--- src/rtl/prvc_pkg.sv ---
// ----------------------------------------------------------------------------
// prvc_pkg: shared types, constants and table builders
// Fixed-point formats, the request record handed from front to back, and
// elaboration-time builders for the CORDIC angle table and inverse gain.
// ----------------------------------------------------------------------------
package prvc_pkg;

    localparam int DEF_CORDIC_STAGES = 16;
    localparam int DEF_FRAC_BITS     = 16;
    localparam int QUEUE_DEPTH       = 4;

    localparam int IN_W     = 32;   // width of the value fields
    localparam int GUARD    = 8;    // extra fraction bits on coordinates
    localparam int ANG_FRAC = 24;   // fraction bits of internal angles
    localparam int CW       = 44;   // coordinate width inside the CORDIC
    localparam int ZW       = 36;   // internal angle width
    localparam int GW       = 30;   // inverse gain width (Q30)
    localparam int TAB_LEN  = 32;

    localparam logic [1:0] FORM_RECT  = 2'd0;
    localparam logic [1:0] FORM_POLAR = 2'd1;

    localparam logic signed [ZW-1:0] HALF_Q24    = 36'sd3019898880;
    localparam logic signed [ZW-1:0] QUARTER_Q24 = 36'sd1509949440;
    localparam logic signed [ZW-1:0] FULL_Q24    = 36'sd6039797760;
    localparam logic [63:0]          FULL_U64    = 64'd6039797760;
    localparam logic [63:0]          DEG_PER_RAD_Q24 = 64'd961263669;

    // request record: classified item with its reduced rotation angle
    typedef struct packed {
        logic                   polar;
        logic                   bad;
        logic                   flip;
        logic signed [IN_W-1:0] a;
        logic signed [IN_W-1:0] b;
        logic signed [ZW-1:0]   r;
    } t_job;

    localparam int JOB_W = $bits(t_job);

    // shift-subtract division, used only to build constants
    function automatic logic [63:0] udiv64(input logic [63:0] n, input logic [63:0] d);
        logic [63:0] q;
        logic [63:0] rem;
        q   = '0;
        rem = '0;
        for (int i = 63; i >= 0; i--) begin
            rem = {rem[62:0], n[i]};
            if (rem >= d) begin
                rem  = rem - d;
                q[i] = 1'b1;
            end
        end
        return q;
    endfunction

    function automatic logic [63:0] isqrt64(input logic [63:0] v_in);
        logic [63:0] v;
        logic [63:0] res;
        logic [63:0] b;
        v   = v_in;
        res = '0;
        b   = 64'd1 << 62;
        for (int i = 0; i < 32; i++) begin
            if (b > v) b = b >> 2;
        end
        for (int i = 0; i < 32; i++) begin
            if (b != 0) begin
                if (v >= res + b) begin
                    v   = v - (res + b);
                    res = (res >> 1) + b;
                end else begin
                    res = res >> 1;
                end
                b = b >> 2;
            end
        end
        return res;
    endfunction

    // atan(2^-i) in degrees, Q24, from the arctangent series
    function automatic logic [63:0] step_angle(input int i);
        logic [63:0] sum;
        logic [63:0] term;
        logic [63:0] rq;
        int          e;
        sum = '0;
        if (i == 0) return 64'd45 << ANG_FRAC;
        for (int k = 0; k < 32; k++) begin
            e = i * (2 * k + 1);
            if (e <= 60) begin
                term = udiv64(64'd1 << (60 - e), 64'(2 * k + 1));
                if ((k % 2) == 0) sum = sum + term;
                else sum = sum - term;
            end
        end
        rq = (sum + (64'd1 << 27)) >> 28;
        return (rq * DEG_PER_RAD_Q24 + (64'd1 << 31)) >> 32;
    endfunction

    function automatic logic [TAB_LEN*ZW-1:0] step_table();
        logic [TAB_LEN*ZW-1:0] t;
        t = '0;
        for (int i = 0; i < TAB_LEN; i++) begin
            t[i*ZW +: ZW] = ZW'(step_angle(i));
        end
        return t;
    endfunction

    // 1/K of an n-stage CORDIC in Q30
    function automatic logic [GW-1:0] inv_gain(input int n);
        logic [63:0] p;
        logic [63:0] s;
        p = 64'd1 << 60;
        for (int i = 0; i < n; i++) begin
            p = p + (p >> (2 * i));
        end
        s = isqrt64(p);
        return GW'(udiv64((64'd1 << 60) + (s >> 1), s));
    endfunction

    localparam logic [TAB_LEN*ZW-1:0] STEP_TAB = step_table();

endpackage

--- src/rtl/prvc_front.sv ---
// ----------------------------------------------------------------------------
// prvc_front: request intake and angle reduction
// Classifies the form code and reduces a polar angle modulo 360 degrees,
// one quotient bit per stage, then folds it into +-90 degrees.
// ----------------------------------------------------------------------------
module prvc_front
    import prvc_pkg::*;
#(
    parameter int FRAC_BITS = DEF_FRAC_BITS
) (
    input  logic            i_clk,
    input  logic            i_rst_n,
    input  logic            i_valid,
    output logic            o_ready,
    input  logic [IN_W-1:0] i_first,
    input  logic [IN_W-1:0] i_second,
    input  logic [1:0]      i_form,
    output logic            o_valid,
    output t_job            o_job,
    input  logic            i_full
);

    localparam int VW = IN_W + ANG_FRAC - FRAC_BITS;
    localparam int MW = VW + 1;
    localparam int QB = VW - IN_W;

    typedef struct packed {
        logic                   polar;
        logic                   bad;
        logic                   neg;
        logic signed [IN_W-1:0] a;
        logic signed [IN_W-1:0] b;
        logic [MW-1:0]          m;
    } t_fstage;

    logic    r_valid [0:QB];
    t_fstage r_st    [0:QB];
    t_fstage n_st    [0:QB];
    logic    r_job_valid;
    t_job    r_job;
    t_job    n_job;
    logic    en;
    logic signed [VW-1:0] bw;
    logic signed [ZW-1:0] rs;

    assign en      = !r_job_valid || !i_full;
    assign o_ready = en;
    assign o_valid = r_job_valid;
    assign o_job   = r_job;

    always_comb begin
        bw = VW'($signed(i_second)) <<< (VW - IN_W);
        n_st[0].polar = (i_form == FORM_POLAR);
        n_st[0].bad   = (i_form != FORM_RECT) && (i_form != FORM_POLAR);
        n_st[0].neg   = i_second[IN_W-1];
        n_st[0].a     = $signed(i_first);
        n_st[0].b     = $signed(i_second);
        n_st[0].m     = {1'b0, (i_second[IN_W-1] ? -bw : bw)};
        // one restoring step of the modulo per stage, largest multiple first
        for (int j = 1; j <= QB; j++) begin
            n_st[j] = r_st[j-1];
            if (r_st[j-1].m >= (MW'(FULL_U64) << (QB - j))) begin
                n_st[j].m = r_st[j-1].m - (MW'(FULL_U64) << (QB - j));
            end
        end
    end

    always_comb begin
        rs = ZW'({1'b0, r_st[QB].m[32:0]});
        if (r_st[QB].neg) rs = -rs;
        if (rs > HALF_Q24) rs = rs - FULL_Q24;
        if (rs <= -HALF_Q24) rs = rs + FULL_Q24;
        n_job.flip = 1'b0;
        if (rs > QUARTER_Q24) begin
            rs         = rs - HALF_Q24;
            n_job.flip = 1'b1;
        end else if (rs < -QUARTER_Q24) begin
            rs         = rs + HALF_Q24;
            n_job.flip = 1'b1;
        end
        n_job.polar = r_st[QB].polar;
        n_job.bad   = r_st[QB].bad;
        n_job.a     = r_st[QB].a;
        n_job.b     = r_st[QB].b;
        n_job.r     = rs;
    end

    always_ff @(posedge i_clk) begin
        if (!i_rst_n) begin
            for (int j = 0; j <= QB; j++) r_valid[j] <= 1'b0;
            r_job_valid <= 1'b0;
        end else if (en) begin
            r_valid[0] <= i_valid;
            for (int j = 1; j <= QB; j++) r_valid[j] <= r_valid[j-1];
            r_job_valid <= r_valid[QB];
        end
    end

    always_ff @(posedge i_clk) begin
        if (en) begin
            for (int j = 0; j <= QB; j++) r_st[j] <= n_st[j];
            r_job <= n_job;
        end
    end

endmodule

--- config.mk ---
export PLATFORM = sky130hd
export DESIGN_NAME = prvc_front
export DESIGN_NICKNAME = d
export VERILOG_FILES = /design/src/rtl/prvc_pkg.sv /design/src/rtl/prvc_front.sv
export SDC_FILE = /design/constraint.sdc
export NUM_CORES = 1
export LEC_CHECK = 0
export ABC_AREA = 1
export BUFFER_PORTS_ARGS = -buffer_cell sky130_fd_sc_hd__buf_2
export CORE_ASPECT_RATIO = 0.7
export CORE_MARGIN = 2
export CORE_UTILIZATION = 35
export CTS_BUF_LIST = sky130_fd_sc_hd__clkbuf_8
export DETAILED_ROUTE_END_ITERATION = 12
export GPL_ROUTABILITY_DRIVEN = 0
export SYNTH_ARGS = -nofsm -noshare
export SYNTH_HDL_FRONTEND = slang
export SYNTH_SLANG_ARGS = --single-unit
--- constraint.sdc ---
create_clock -name i_clk -period 64.5 [get_ports i_clk]
set_input_delay 6.45 -clock i_clk [delete_from_list [all_inputs] [get_ports i_clk]]
set_output_delay 6.45 -clock i_clk [all_outputs]
set_load 0.01 [all_outputs]
==> impl_metrics.yaml <==
routing:
  dr.pass1.iters: 5
  vias: 16400
  drc: 0
  finalWirelength_um: 52500
  wire_per_inst_um: 14.1
  drt_iter0_drc: 1280
  postRouteAntennaNets: 0
  vias_per_cell: 4.40
worst_setup_path:
  rr_endpoint: "r_st[0][32]"
  rr_startpoint: "o_valid"
  arrival_ns: 7.46
  endpoint_kind: "primary output"
  slowest_delay_ns: 0.54
  endpoint: "o_ready"
  startpoint_type: "primary input"
  reg2reg_slack_ns: 58.57
  crit_type: "in -> out"
  r2r_cells: 6
  path_cells: "buf_2 -> nand2_4 -> buf_2"
  crit_start: "i_full"
  path_max_fanout: 48
  slowest_stage: "nand2_4"
  cp_common_cell: "buf_2"
  required_ns: 58.05
logic_synthesis:
  ys_seq_area_frac: 0.849
  yosys.area.top_type_share: 0.849
  synthFlopType: "edfxtp_1"
  synth_top_family_by_area: "simple AND/OR/NAND/NOR gates"
  yosys.area_share.simple: 0.0807
  yosys_warnings: 0
  yosys-top-cells-area: "edfxtp_1 (85%), nand2_1 (2.6%), xor2_1 (2.0%)"
  synth_xor_area_frac: 0.0256
  yosys.cell_types.count: 46
  ys_ff_latch: 977
  yosysTopAreaCell: "edfxtp_1"
  synth_compound_area_frac: 0.0161
  muxShareOfSynthArea: 0
  synth_edf_count: 976
  synthAdderAreaFrac: 0.00652
  synthArstFlopShare: 0
  synth_area_per_cell_sq_um: 17.5
  syn-cell-area_sq_um: 34500
  synthCells: 1972
clock_network:
  holdBufCountCts: 0
  postCtsSetupBuffers: 0
  cts_buffers: 148
  cts.sinks: 977
  ctsResizeCount: 0
  ctsHtreeMaxLevel: 4
  cts_tree: "done"
  clk_pin_slew_ns: 0.07
  cts.path.max_buffers: 3
  worstSkewPairLatency_ns: 0.82
  cts_root_buf: "clkbuf_8"
sta:
  max_slew_margin: 0.230
  fin_skew_ns: 0.0292
  fin_tns_setup_ns: 0
  worst-slew-pin-transition_ns: 1.15
  max_freq_mhz: 71.9
  maxSlewViolCount: 0
  hold_violations: 0
  period_minus_slack_ns: 13.91
  finalSetupViolations: 0
  min_period_over_period: 0.216
  rsz0062_at_grt: "no"
floorplan:
  fp-row-count: 96
  coreArea_sq_um: 97900
  io_pins: 175
  fp.dieW_um: 379
  initial_core_util: 0.353
  dieHeight_um: 267
  die_area_sq_um: 101000
global_route:
  use_met1: 0.137
  overflow: 0
  grt_max_degree: 196
  grt_use_total: 0.105
  grt.met3_usage: 0.0333
  grt_antenna_before_repair: 0
  globalRouteMet2Util: 0.159
  grt_pass1_vias: 16700
  grt_pass1_wl_um: 85000
  grt_busiest_layer: "met2"
placed_design:
  hpwl_um: 32100
  io_buffers: 166
layout:
  final_cell_mix: "edfxtp_1 (976), nand2_1 (241), inv_1 (200)"
  fill_cells: 8779
  layout-drive-gt1-share: 0.179
  area_growth_pct: 15.1
  final_nets: 2377
  mostFrequentLayoutCell: "edfxtp_1"
  diodes: 0
power:
  power_uw: 1480
  p_leak_uw: 0.0153
  vdd_drop_max_mv: 0.0171
  p_per_area_nw_per_um2: 37.1
flow_run:
  max_cap_violations: 0
status:
  status: "completed"
min_path:
  whs_path_depth: 0
  min_path_type: "reg -> reg"
Yosys cell counts (13+ instances only):
cell type / n
nand2_2: 22
a21oi_1: 28
inv_2: 14
xnor2_1: 23
nor4_1: 52
o21ai_1: 13
o21ai_0: 28
xor2_1: 78
ha_1: 18
nand4_1: 21
edfxtp_1: 976
nand3_1: 72
inv_1: 156
nor2_1: 115
nor3_1: 24
nand2_1: 242
cell families after synthesis:
family | after synthesis
DFF | 977
and+or+nand+nor | 592
buffers and inverters | 189
xor gates and xnor gates | 101
AOI/OAI and AO/OA | 94
adders and majority gates | 18
other | 1
where the power goes:
| part | total, uW | leakage [uW] | switching [uW] | internal [uW] |
|---|---|---|---|---|
| clock | 465 | 0.00153 | 230 | 235 |
| combinational | 190 | 0.00341 | 122 | 68.0 |
| sequential | 821 | 0.0104 | 35.3 | 786 |
registers in the layout, indices dropped and copies added (netlist names):
name and count:
r_st 873, o_job 94, r_valid 9, o_valid 1
worst min-delay path by stage:
stage                  from      endpoint
6_report       r_st[0][746]  r_st[0][854]
5_1_grt        r_st[0][746]  r_st[0][854]
4_1_cts        r_st[0][746]  r_st[0][854]
3_5_place_dp   r_st[0][949]     o_job[80]
3_3_place_gp   r_st[0][171]  r_st[0][279]
2_1_floorplan  r_st[0][970]    o_job[101]
area by class of cell:
cell class,instances,area (sq um),share of cell area
clock buffer,151,2080,0.0523
tap,1323,1660,0.0416
multi-input combinational,813,4490,0.113
timing repair buffer,176,931,0.0234
clock inverter,104,617,0.0155
inverter,173,654,0.0165
sequential,977,29300,0.738
worst max-delay path: cells and delay by family:
family,cells,cell delay (ns)
simple gates,1,0.54
buf+inv,2,0.45
stage by stage:
| stage | setup WS, ns | instance area (sq um) | utilization | hold WS [ns] | std cells |
|---|---|---|---|---|---|
| final | 50.59 | 39800 | 0.406 | 0.403 | 3717 |
| after global routing | 50.48 | 39800 | 0.406 | 0.400 | 3717 |
| after CTS | 50.52 | 39800 | 0.406 | 0.378 | 3717 |
| after detailed placement | 50.53 | 37100 | 0.379 | 0.405 | 3462 |
| after global placement | 50.57 | 37100 | 0.379 | 0.400 | 3462 |
| after floorplan | 31.36 | 34600 | - | 0.400 | 1979 |
metal layers:
metal  share of wire  wire [um]  vias up
met5               0          0        -
met4           0.026       1360        0
met3           0.060       3120      124
met2            0.46      24200      413
met1            0.45      23800     7931
li1                -          -     7890
(Power assumes the default switching activity.)
