`config.mk`:
```
export PLATFORM = sky130hd
export DESIGN_NAME = prvc_fifo
export DESIGN_NICKNAME = d
export VERILOG_FILES = /design/src/rtl/prvc_pkg.sv /design/src/rtl/prvc_fifo.sv
export SDC_FILE = /design/constraint.sdc
export NUM_CORES = 1
export LEC_CHECK = 0
export BUFFER_PORTS_ARGS = -buffer_cell sky130_fd_sc_hd__clkbuf_2
export CAP_MARGIN = 40
export CELL_PAD_IN_SITES_DETAIL_PLACEMENT = 0
export CELL_PAD_IN_SITES_GLOBAL_PLACEMENT = 1
export CORE_AREA = 2 2 147 221
export DETAILED_ROUTE_END_ITERATION = 12
export DIE_AREA = 0 0 149 223
export GPL_TIMING_DRIVEN = 0
export MAX_ROUTING_LAYER = met4
export PLACE_DENSITY_LB_ADDON = 0.1
export RECOVER_POWER = 100
export SETUP_SLACK_MARGIN = 0.3
export SYNTH_ARGS = -nofsm -noshare
export SYNTH_HDL_FRONTEND = slang
export SYNTH_SLANG_ARGS = --single-unit
```
`constraint.sdc`:
```
create_clock -name i_clk -period 5.25 [get_ports i_clk]
set_input_delay 0.2625 -clock i_clk [delete_from_list [all_inputs] [get_ports i_clk]]
set_output_delay 0.2625 -clock i_clk [all_outputs]
set_load 0.02 [all_outputs]
```
`src/rtl/prvc_pkg.sv`:
```
// ----------------------------------------------------------------------------
// prvc_pkg: shared types, constants and table builders
// Fixed-point formats, the request record handed from front to back, and
// elaboration-time builders for the CORDIC angle table and inverse gain.
// ----------------------------------------------------------------------------
package prvc_pkg;

    localparam int DEF_CORDIC_STAGES = 16;
    localparam int DEF_FRAC_BITS     = 16;
    localparam int QUEUE_DEPTH       = 4;

    localparam int IN_W     = 32;   // width of the value fields
    localparam int GUARD    = 8;    // extra fraction bits on coordinates
    localparam int ANG_FRAC = 24;   // fraction bits of internal angles
    localparam int CW       = 44;   // coordinate width inside the CORDIC
    localparam int ZW       = 36;   // internal angle width
    localparam int GW       = 30;   // inverse gain width (Q30)
    localparam int TAB_LEN  = 32;

    localparam logic [1:0] FORM_RECT  = 2'd0;
    localparam logic [1:0] FORM_POLAR = 2'd1;

    localparam logic signed [ZW-1:0] HALF_Q24    = 36'sd3019898880;
    localparam logic signed [ZW-1:0] QUARTER_Q24 = 36'sd1509949440;
    localparam logic signed [ZW-1:0] FULL_Q24    = 36'sd6039797760;
    localparam logic [63:0]          FULL_U64    = 64'd6039797760;
    localparam logic [63:0]          DEG_PER_RAD_Q24 = 64'd961263669;

    // request record: classified item with its reduced rotation angle
    typedef struct packed {
        logic                   polar;
        logic                   bad;
        logic                   flip;
        logic signed [IN_W-1:0] a;
        logic signed [IN_W-1:0] b;
        logic signed [ZW-1:0]   r;
    } t_job;

    localparam int JOB_W = $bits(t_job);

    // shift-subtract division, used only to build constants
    function automatic logic [63:0] udiv64(input logic [63:0] n, input logic [63:0] d);
        logic [63:0] q;
        logic [63:0] rem;
        q   = '0;
        rem = '0;
        for (int i = 63; i >= 0; i--) begin
            rem = {rem[62:0], n[i]};
            if (rem >= d) begin
                rem  = rem - d;
                q[i] = 1'b1;
            end
        end
        return q;
    endfunction

    function automatic logic [63:0] isqrt64(input logic [63:0] v_in);
        logic [63:0] v;
        logic [63:0] res;
        logic [63:0] b;
        v   = v_in;
        res = '0;
        b   = 64'd1 << 62;
        for (int i = 0; i < 32; i++) begin
            if (b > v) b = b >> 2;
        end
        for (int i = 0; i < 32; i++) begin
            if (b != 0) begin
                if (v >= res + b) begin
                    v   = v - (res + b);
                    res = (res >> 1) + b;
                end else begin
                    res = res >> 1;
                end
                b = b >> 2;
            end
        end
        return res;
    endfunction

    // atan(2^-i) in degrees, Q24, from the arctangent series
    function automatic logic [63:0] step_angle(input int i);
        logic [63:0] sum;
        logic [63:0] term;
        logic [63:0] rq;
        int          e;
        sum = '0;
        if (i == 0) return 64'd45 << ANG_FRAC;
        for (int k = 0; k < 32; k++) begin
            e = i * (2 * k + 1);
            if (e <= 60) begin
                term = udiv64(64'd1 << (60 - e), 64'(2 * k + 1));
                if ((k % 2) == 0) sum = sum + term;
                else sum = sum - term;
            end
        end
        rq = (sum + (64'd1 << 27)) >> 28;
        return (rq * DEG_PER_RAD_Q24 + (64'd1 << 31)) >> 32;
    endfunction

    function automatic logic [TAB_LEN*ZW-1:0] step_table();
        logic [TAB_LEN*ZW-1:0] t;
        t = '0;
        for (int i = 0; i < TAB_LEN; i++) begin
            t[i*ZW +: ZW] = ZW'(step_angle(i));
        end
        return t;
    endfunction

    // 1/K of an n-stage CORDIC in Q30
    function automatic logic [GW-1:0] inv_gain(input int n);
        logic [63:0] p;
        logic [63:0] s;
        p = 64'd1 << 60;
        for (int i = 0; i < n; i++) begin
            p = p + (p >> (2 * i));
        end
        s = isqrt64(p);
        return GW'(udiv64((64'd1 << 60) + (s >> 1), s));
    endfunction

    localparam logic [TAB_LEN*ZW-1:0] STEP_TAB = step_table();

endpackage

```
`src/rtl/prvc_fifo.sv`:
```
// ----------------------------------------------------------------------------
// prvc_fifo: short request queue between front and back
// Register-based FIFO; the head entry is presented without a read delay.
// ----------------------------------------------------------------------------
module prvc_fifo
    import prvc_pkg::*;
#(
    parameter int DEPTH = QUEUE_DEPTH
) (
    input  logic i_clk,
    input  logic i_rst_n,
    input  logic i_push,
    input  t_job i_data,
    output logic o_full,
    input  logic i_pop,
    output logic o_valid,
    output t_job o_data
);

    localparam int PW = $clog2(DEPTH);

    t_job          r_mem [0:DEPTH-1];
    logic [PW-1:0] r_wr_ptr;
    logic [PW-1:0] r_rd_ptr;
    logic [PW:0]   r_count;
    logic          push_ok;
    logic          pop_ok;

    assign o_full  = (r_count == (PW+1)'(DEPTH));
    assign o_valid = (r_count != '0);
    assign o_data  = r_mem[r_rd_ptr];
    assign push_ok = i_push && !o_full;
    assign pop_ok  = i_pop && o_valid;

    always_ff @(posedge i_clk) begin
        if (!i_rst_n) begin
            r_wr_ptr <= '0;
            r_rd_ptr <= '0;
            r_count  <= '0;
        end else begin
            if (push_ok) r_wr_ptr <= (r_wr_ptr == PW'(DEPTH - 1)) ? '0 : r_wr_ptr + 1'b1;
            if (pop_ok) r_rd_ptr <= (r_rd_ptr == PW'(DEPTH - 1)) ? '0 : r_rd_ptr + 1'b1;
            r_count <= r_count + (PW+1)'(push_ok) - (PW+1)'(pop_ok);
        end
    end

    always_ff @(posedge i_clk) begin
        if (push_ok) r_mem[r_wr_ptr] <= i_data;
    end

endmodule

```
==> results.yml, run 1 <==
status:
  run_status: "finished with violations"
  violations_in_the_final_reports: "max-capacitance violations, max-slew violations"
clock_tree:
  cts-root-buf: "sky130_fd_sc_hd__clkbuf_16"
  tritoncts_num_sinks: 421
  clock_insertion_delay_worst_skew_ps: 530
  cts_h_tree_depth: 2
  number_of_gates_given_a_new_drive_strength_after_cts: 0
  tritoncts: "done"
  clk_transition_reported_paths_ps: 60
  cts_buffer_depth: 3
  tritoncts.num_buffers: 41
cells_and_area:
  nNetsFinal: 1070
  final-instance-count-excl-fill: 1398
  register_area_um2: 12550
  final_common_cell: "sky130_fd_sc_hd__edfxtp_1"
  final_cell_mix: "sky130_fd_sc_hd__edfxtp_1 (412), sky130_fd_sc_hd__clkbuf_1 (214), sky130_fd_sc_hd__dlygate4sd3_1 (104)"
  syn2layout_area_growth_pct: 24.47
  final_layout_size_suffix_gt1_share_pct: 20.24
  fill_cells: 2366
  antennaDiodeCount: 0
  multi_input_area_um2: 2589
pwr:
  totalPowerFinal_mw: 9.166
  combPwrFrac_pct: 22.3
  netSwitchingPower_mw: 2.534
  clock_power_share_pct: 32.2
  worst_ir_drop_vdd_v: 0.0004100
  internal_power_mw: 6.631
  power.leakage_nw: 6.075
  p_sw_share_pct: 27.65
  sequentialPowerShare_pct: 45.5
  cellPowerDensity_nw_per_um2: 477.7
global_routing:
  gr-total-overflow: 0
  first_pass_grt_wire_length_mm: 44.67
  number_of_antenna_violations_at_the_first_check_in_global_routing: 0
  grt_usage_pct: 18.53
  number_of_global_route_vias_before_repair: 8056
  grt_max_degree: 54
timing:
  maxClockFrequency_mhz: 286.3
  timing.setup.tns_ps: 0
  worst_rel_slew_slack_pct: -42.40
  final.period_utilization_pct: 66.52
  slew_viol_final: 117
  timing_worst_slew_pin_value_ps: 2135
  rsz0062_at_grt: "no"
  hold_slack_ps: 154.0
  final.min_clock_period_ps: 3492
  finalHoldViolations: 0
  fin_skew_ps: 16.68
  finalSetupViolations: 0
drt:
  detail-route-antenna-nets: 0
  drc: 0
  met3_wirelength_mm: 1.498
  drt_first_iter_violations: 322
  routed_wirelength_mm: 29.13
  vias_per_cell: 5.215
  highest-signal-layer: "met4"
  wl_per_cell_um: 20.84
  first_pass_iters: 5
  routedLengthMet1_mm: 10.75
  via_count: 7290
  route.met2.wl_mm: 16.20
worst_setup_path:
  cp_data_arrival_time_ps: 3230
  crit_path_end_kind: "output pin"
  crit_start_category: "flop"
  r2r_setup_slack_ps: 1820
  reg2reg_depth: 5
  worst-endpoint-required_ps: 4990
  critical_path_peak_fanout: 10
  regToRegStartpoint: "r_count[1]"
  worst-setup-path-type: "flop to output pin"
  reg2reg_to: "r_mem[0][26]"
floorplanning:
  floorplan.rows: 80
  dieWidth_um: 149
  boundaryPins: 212
  core_area_um2: 31430
  floorplan.initialDensity_pct: 49.04
  die_h_um: 223
  floorplan.die_area_um2: 33230
synth:
  post_synth.cell_area_avg_um2: 26.12
  synthDistinctLibCells: 23
  synth_seq_cells: 421
  postSynthCellCount: 590
  synth.yosys.warnings: 0
  synth.yosys.seq_area_share_pct: 81.44
  synth.net_count: 705
  synth.cell_area_um2: 15410
hold_path:
  hold_class: "input pin to flop"
  worst_hold_startpoint: "i_pop"
  min_delay_path_depth: 3
run:
  maxCapViolCount: 4
placed_design:
  dp.cells: 1218
  gp_congestion: 0.7139
  hpwl_mm: 17.60
  io_buffer_count: 211
==> cell families (layout without fill, tap and decap cells) <==
kind of cell    count (synthesis)  after routing  share of synthesized area (%)
compound gates                  3              3                         0.1137
fa+ha+maj                       8              8                         0.6981
buf+inv                        31            429                          1.786
flops                         421            421                          81.44
xor+xnor                        2              2                         0.1137
mux                           105            105                          15.18
simple gates                   20             20                         0.6738
==> worst max-delay path: stages (launching register included) <==
cell	delay, ps
sky130_fd_sc_hd__dfxtp_1	320
sky130_fd_sc_hd__buf_6	100
sky130_fd_sc_hd__clkbuf_1	620
sky130_fd_sc_hd__clkbuf_1	810
sky130_fd_sc_hd__mux4_2	600
sky130_fd_sc_hd__clkbuf_1	240
==> synth_stat cells <==
cell | count | share of area, %
sky130_fd_sc_hd__edfxtp_1 | 412 | 80
sky130_fd_sc_hd__mux4_2 | 103 | 15
sky130_fd_sc_hd__or3_1 | 1 | 0.041
sky130_fd_sc_hd__dfxtp_1 | 9 | 1.2
sky130_fd_sc_hd__buf_1 | 3 | 0.073
sky130_fd_sc_hd__ha_1 | 7 | 0.57
sky130_fd_sc_hd__and2_1 | 6 | 0.24
sky130_fd_sc_hd__nor2_1 | 2 | 0.049
sky130_fd_sc_hd__clkbuf_1 | 2 | 0.049
sky130_fd_sc_hd__inv_1 | 6 | 0.15
sky130_fd_sc_hd__nor2b_1 | 2 | 0.081
sky130_fd_sc_hd__nand3_1 | 2 | 0.065
sky130_fd_sc_hd__xnor2_1 | 2 | 0.11
sky130_fd_sc_hd__buf_6 | 1 | 0.073
sky130_fd_sc_hd__o21ai_0 | 2 | 0.065
sky130_fd_sc_hd__nand2_1 | 6 | 0.15
sky130_fd_sc_hd__o31ai_1 | 1 | 0.049
sky130_fd_sc_hd__buf_2 | 8 | 0.26
sky130_fd_sc_hd__mux2i_1 | 2 | 0.13
sky130_fd_sc_hd__nor3b_1 | 1 | 0.049
sky130_fd_sc_hd__buf_4 | 3 | 0.15
sky130_fd_sc_hd__buf_12 | 8 | 1.0
sky130_fd_sc_hd__fa_1 | 1 | 0.13
==> stage by stage <==
stage               utilization (%)  setup WS [ps]  area (um2)
floorplan                         -           1449       15410
global placement              54.03         -423.7       16980
detailed placement            54.63           2637       17170
CTS                           62.34           2606       19590
global route                  61.04           1469       19190
finish                        61.04           1758       19190
==> state kept, by name (all words and copies together), names as in the netlist, named ones only <==
register  flops
r_mem       412
r_count       3
r_rd_ptr      2
r_wr_ptr      2
==> metal layers <==
| metal | vias up | track usage [%] |
|---|---|---|
| met4 | 0 | 5.499 |
| met3 | 45 | 3.456 |
| met5 | - | - |
| met1 | 3765 | 21.24 |
| met2 | 216 | 33.05 |
| li1 | 3264 | - |
==> layout make-up <==
class | count | share of cell area (%)
tap | 410 | 2.674
buffer | 25 | 0.6391
clock inverter | 29 | 1.513
clock buffer | 47 | 5.687
timing repair buffer | 322 | 10.45
multi-input combinational | 138 | 13.49
sequential | 421 | 65.42
inverter | 6 | 0.1174
==> power by group through the flow <==
stage | sequential (mW) | combinational, mW | clock, mW
after floorplan | 4.24 | 1.50 | 0
after global placement | 4.28 | 2.14 | 0
after detailed placement | 4.24 | 2.22 | 0
after CTS | 4.17 | 2.29 | 3.03
after global routing | 4.20 | 2.20 | 3.15
final | 4.17 | 2.04 | 2.95
==> what timing repair did <==
item	CTS	global route
hold buffers	104	0
hold endpoints to repair	413	0
buffers inserted	0	0
endpoints found under the setup margin	0	0
==> worst max path at each step <==
| stage | to | slack [ps] | cells past startpoint |
|---|---|---|---|
| detailed placement | r_count[2] | 2640 | 12 |
| global placement | r_mem[1][80] | -420 | 4 |
| finish | o_data[47] | 1760 | 5 |
| global route | o_data[48] | 1470 | 5 |
| floorplan | r_mem[0][0] | 1450 | 4 |
| CTS | r_count[2] | 2610 | 12 |
Note: power is estimated with default switching activity, not from simulation.
==> run 2, diff against run 1 <==
--- a/config.mk
+++ b/config.mk
@@ -9,9 +9,9 @@
 export CAP_MARGIN = 40
 export CELL_PAD_IN_SITES_DETAIL_PLACEMENT = 0
 export CELL_PAD_IN_SITES_GLOBAL_PLACEMENT = 1
-export CORE_AREA = 2 2 147 221
+export CORE_AREA = 2 2 155 232
 export DETAILED_ROUTE_END_ITERATION = 12
-export DIE_AREA = 0 0 149 223
+export DIE_AREA = 0 0 157 234
 export GPL_TIMING_DRIVEN = 0
 export MAX_ROUTING_LAYER = met4
 export PLACE_DENSITY_LB_ADDON = 0.1
==> constraint.sdc (replaced) <==
create_clock -name i_clk -period 2.9 [get_ports i_clk]
set_input_delay 0.145 -clock i_clk [delete_from_list [all_inputs] [get_ports i_clk]]
set_output_delay 0.145 -clock i_clk [all_outputs]
set_load 0.02 [all_outputs]
==> results.yml, run 2 (same netlist as run 1, synthesis figures left out) <==
cells_and_area:
  register_bank_with_the_most_flops: "r_mem"
  syn2layout_area_growth_pct: 24.65
  multi_input_area_um2: 2594
  layout.cell_area.non_filler_um2: 19210
  final_cell_mix: "sky130_fd_sc_hd__edfxtp_1 (412), sky130_fd_sc_hd__clkbuf_1 (214), sky130_fd_sc_hd__dlygate4sd3_1 (104)"
  utilization_pct: 55.23
  final-instance-count-excl-fill: 1452
  register_area_um2: 12550
  biggestRegsByFlops: "r_mem: 412 flops, r_count: 3 flops"
  final_layout_size_suffix_gt1_share_pct: 20.02
  antennaDiodeCount: 0
  fill_cells: 2740
  largest_register_ffs: 412
  nNetsFinal: 1067
  final_common_cell: "sky130_fd_sc_hd__edfxtp_1"
placed_design:
  gp_congestion: 0.7255
  dpl_worst_slack_ps: 342.8
  io_buffer_count: 211
  hpwl_mm: 17.99
  dp.cells: 1280
  placed_area_um2: 17230
timing:
  final.min_clock_period_ps: 2576
  maxClockFrequency_mhz: 388.1
  finalSetupViolations: 0
  final.period_utilization_pct: 88.84
  final.setup.worst_slack_ps: 323.6
  worst_rel_slew_slack_pct: 37.24
  timing_worst_slew_pin_value_ps: 941.3
  finalHoldViolations: 0
  timing.setup.tns_ps: 0
  rsz0062_at_grt: "no"
  hold_slack_ps: 69.12
  slew_viol_final: 0
  fin_skew_ps: 11.27
worst_setup_path:
  cp_data_arrival_time_ps: 2430
  crit_start_category: "flop"
  worst-setup-path-type: "flop to output pin"
  crit_path_end_kind: "output pin"
  regToRegStartpoint: "r_count[2]"
  worst-endpoint-required_ps: 2760
  critical_path_peak_fanout: 10
clock_tree:
  cts-root-buf: "sky130_fd_sc_hd__clkbuf_16"
  tritoncts.num_buffers: 39
  clk_transition_reported_paths_ps: 60
  postCtsSetupBuffers: 0
  tritoncts_num_sinks: 421
  cts_buffer_depth: 3
  tritoncts: "done"
  cts_h_tree_depth: 2
  clock_insertion_delay_worst_skew_ps: 520
run:
  maxCapViolCount: 0
floorplanning:
  boundaryPins: 212
  floorplan.rows: 84
  core_area_um2: 34790
  dieWidth_um: 157
  floorplan.initialDensity_pct: 44.31
  floorplan.die_area_um2: 36740
  die_h_um: 234
global_routing:
  grt_max_degree: 56
  number_of_antenna_violations_at_the_first_check_in_global_routing: 0
  grt_usage_pct: 16.84
  first_pass_grt_wire_length_mm: 44.55
  number_of_global_route_vias_before_repair: 8073
  gr-total-overflow: 0
hold_path:
  worst_hold_startpoint: "i_pop"
  hold_class: "input pin to flop"
drt:
  drt_first_iter_violations: 351
  routed_wirelength_mm: 29.44
  wl_per_cell_um: 20.27
  drc: 0
  first_pass_iters: 6
  detail-route-antenna-nets: 0
  via_count: 7259
  vias_per_cell: 4.999
pwr:
  totalPowerFinal_mw: 16.39
  cellPowerDensity_nw_per_um2: 852.9
  worst_ir_drop_vdd_v: 0.0006053
  power.leakage_nw: 6.041
status:
  run_status: "finished, final reports clean"
## run 2: final cells by class
class / count / area share, %
Buffer: 25 / 1.283
Clock buffer: 48 / 5.477
Clock inverter: 20 / 1.042
Inverter: 6 / 0.1172
Multi-Input combinational cell: 138 / 13.50
Sequential cell: 421 / 65.34
Tap cell: 473 / 3.080
Timing Repair Buffer: 321 / 10.16
## run 2: layer usage
| layer | global-route usage, % | wire [um] | vias to the layer above |
|---|---|---|---|
| met2 | 30.43 | 16210 | 175 |
| met3 | 3.012 | 1278 | 59 |
| li1 | - | - | 3255 |
| met1 | 18.49 | 11010 | 3770 |
| met4 | 6.221 | 943 | 0 |
| met5 | - | 0 | - |
## run 2: repair_timing
action                                  in CTS  in global routing
endpoints found under the setup margin       0                110
hold endpoints to repair                   414                  0
hold buffers                               104                  0
resized for setup                            0                  4
## run 2: final timing paths
path	depth (start not counted)	slack (ps)	to
worst max-delay path	4	320	o_data[80]
worst max register to register	5	350	r_mem[1][52]
worst min register to register	2	510	r_wr_ptr[1]
worst min-delay path	3	70	flop
## run 2: worst max-delay path, stage by stage (launching register included)
cell and delay [ps]:
sky130_fd_sc_hd__dfxtp_1 370, sky130_fd_sc_hd__buf_2 350, sky130_fd_sc_hd__clkbuf_1 540, sky130_fd_sc_hd__mux4_2 440, sky130_fd_sc_hd__clkbuf_1 200
## run 2: report_power, final
part | switching, mW | internal (mW)
sequential | 0.151 | 7.39
combinational | 2.28 | 1.56
clock | 2.06 | 2.93
total | 4.50 | 11.9
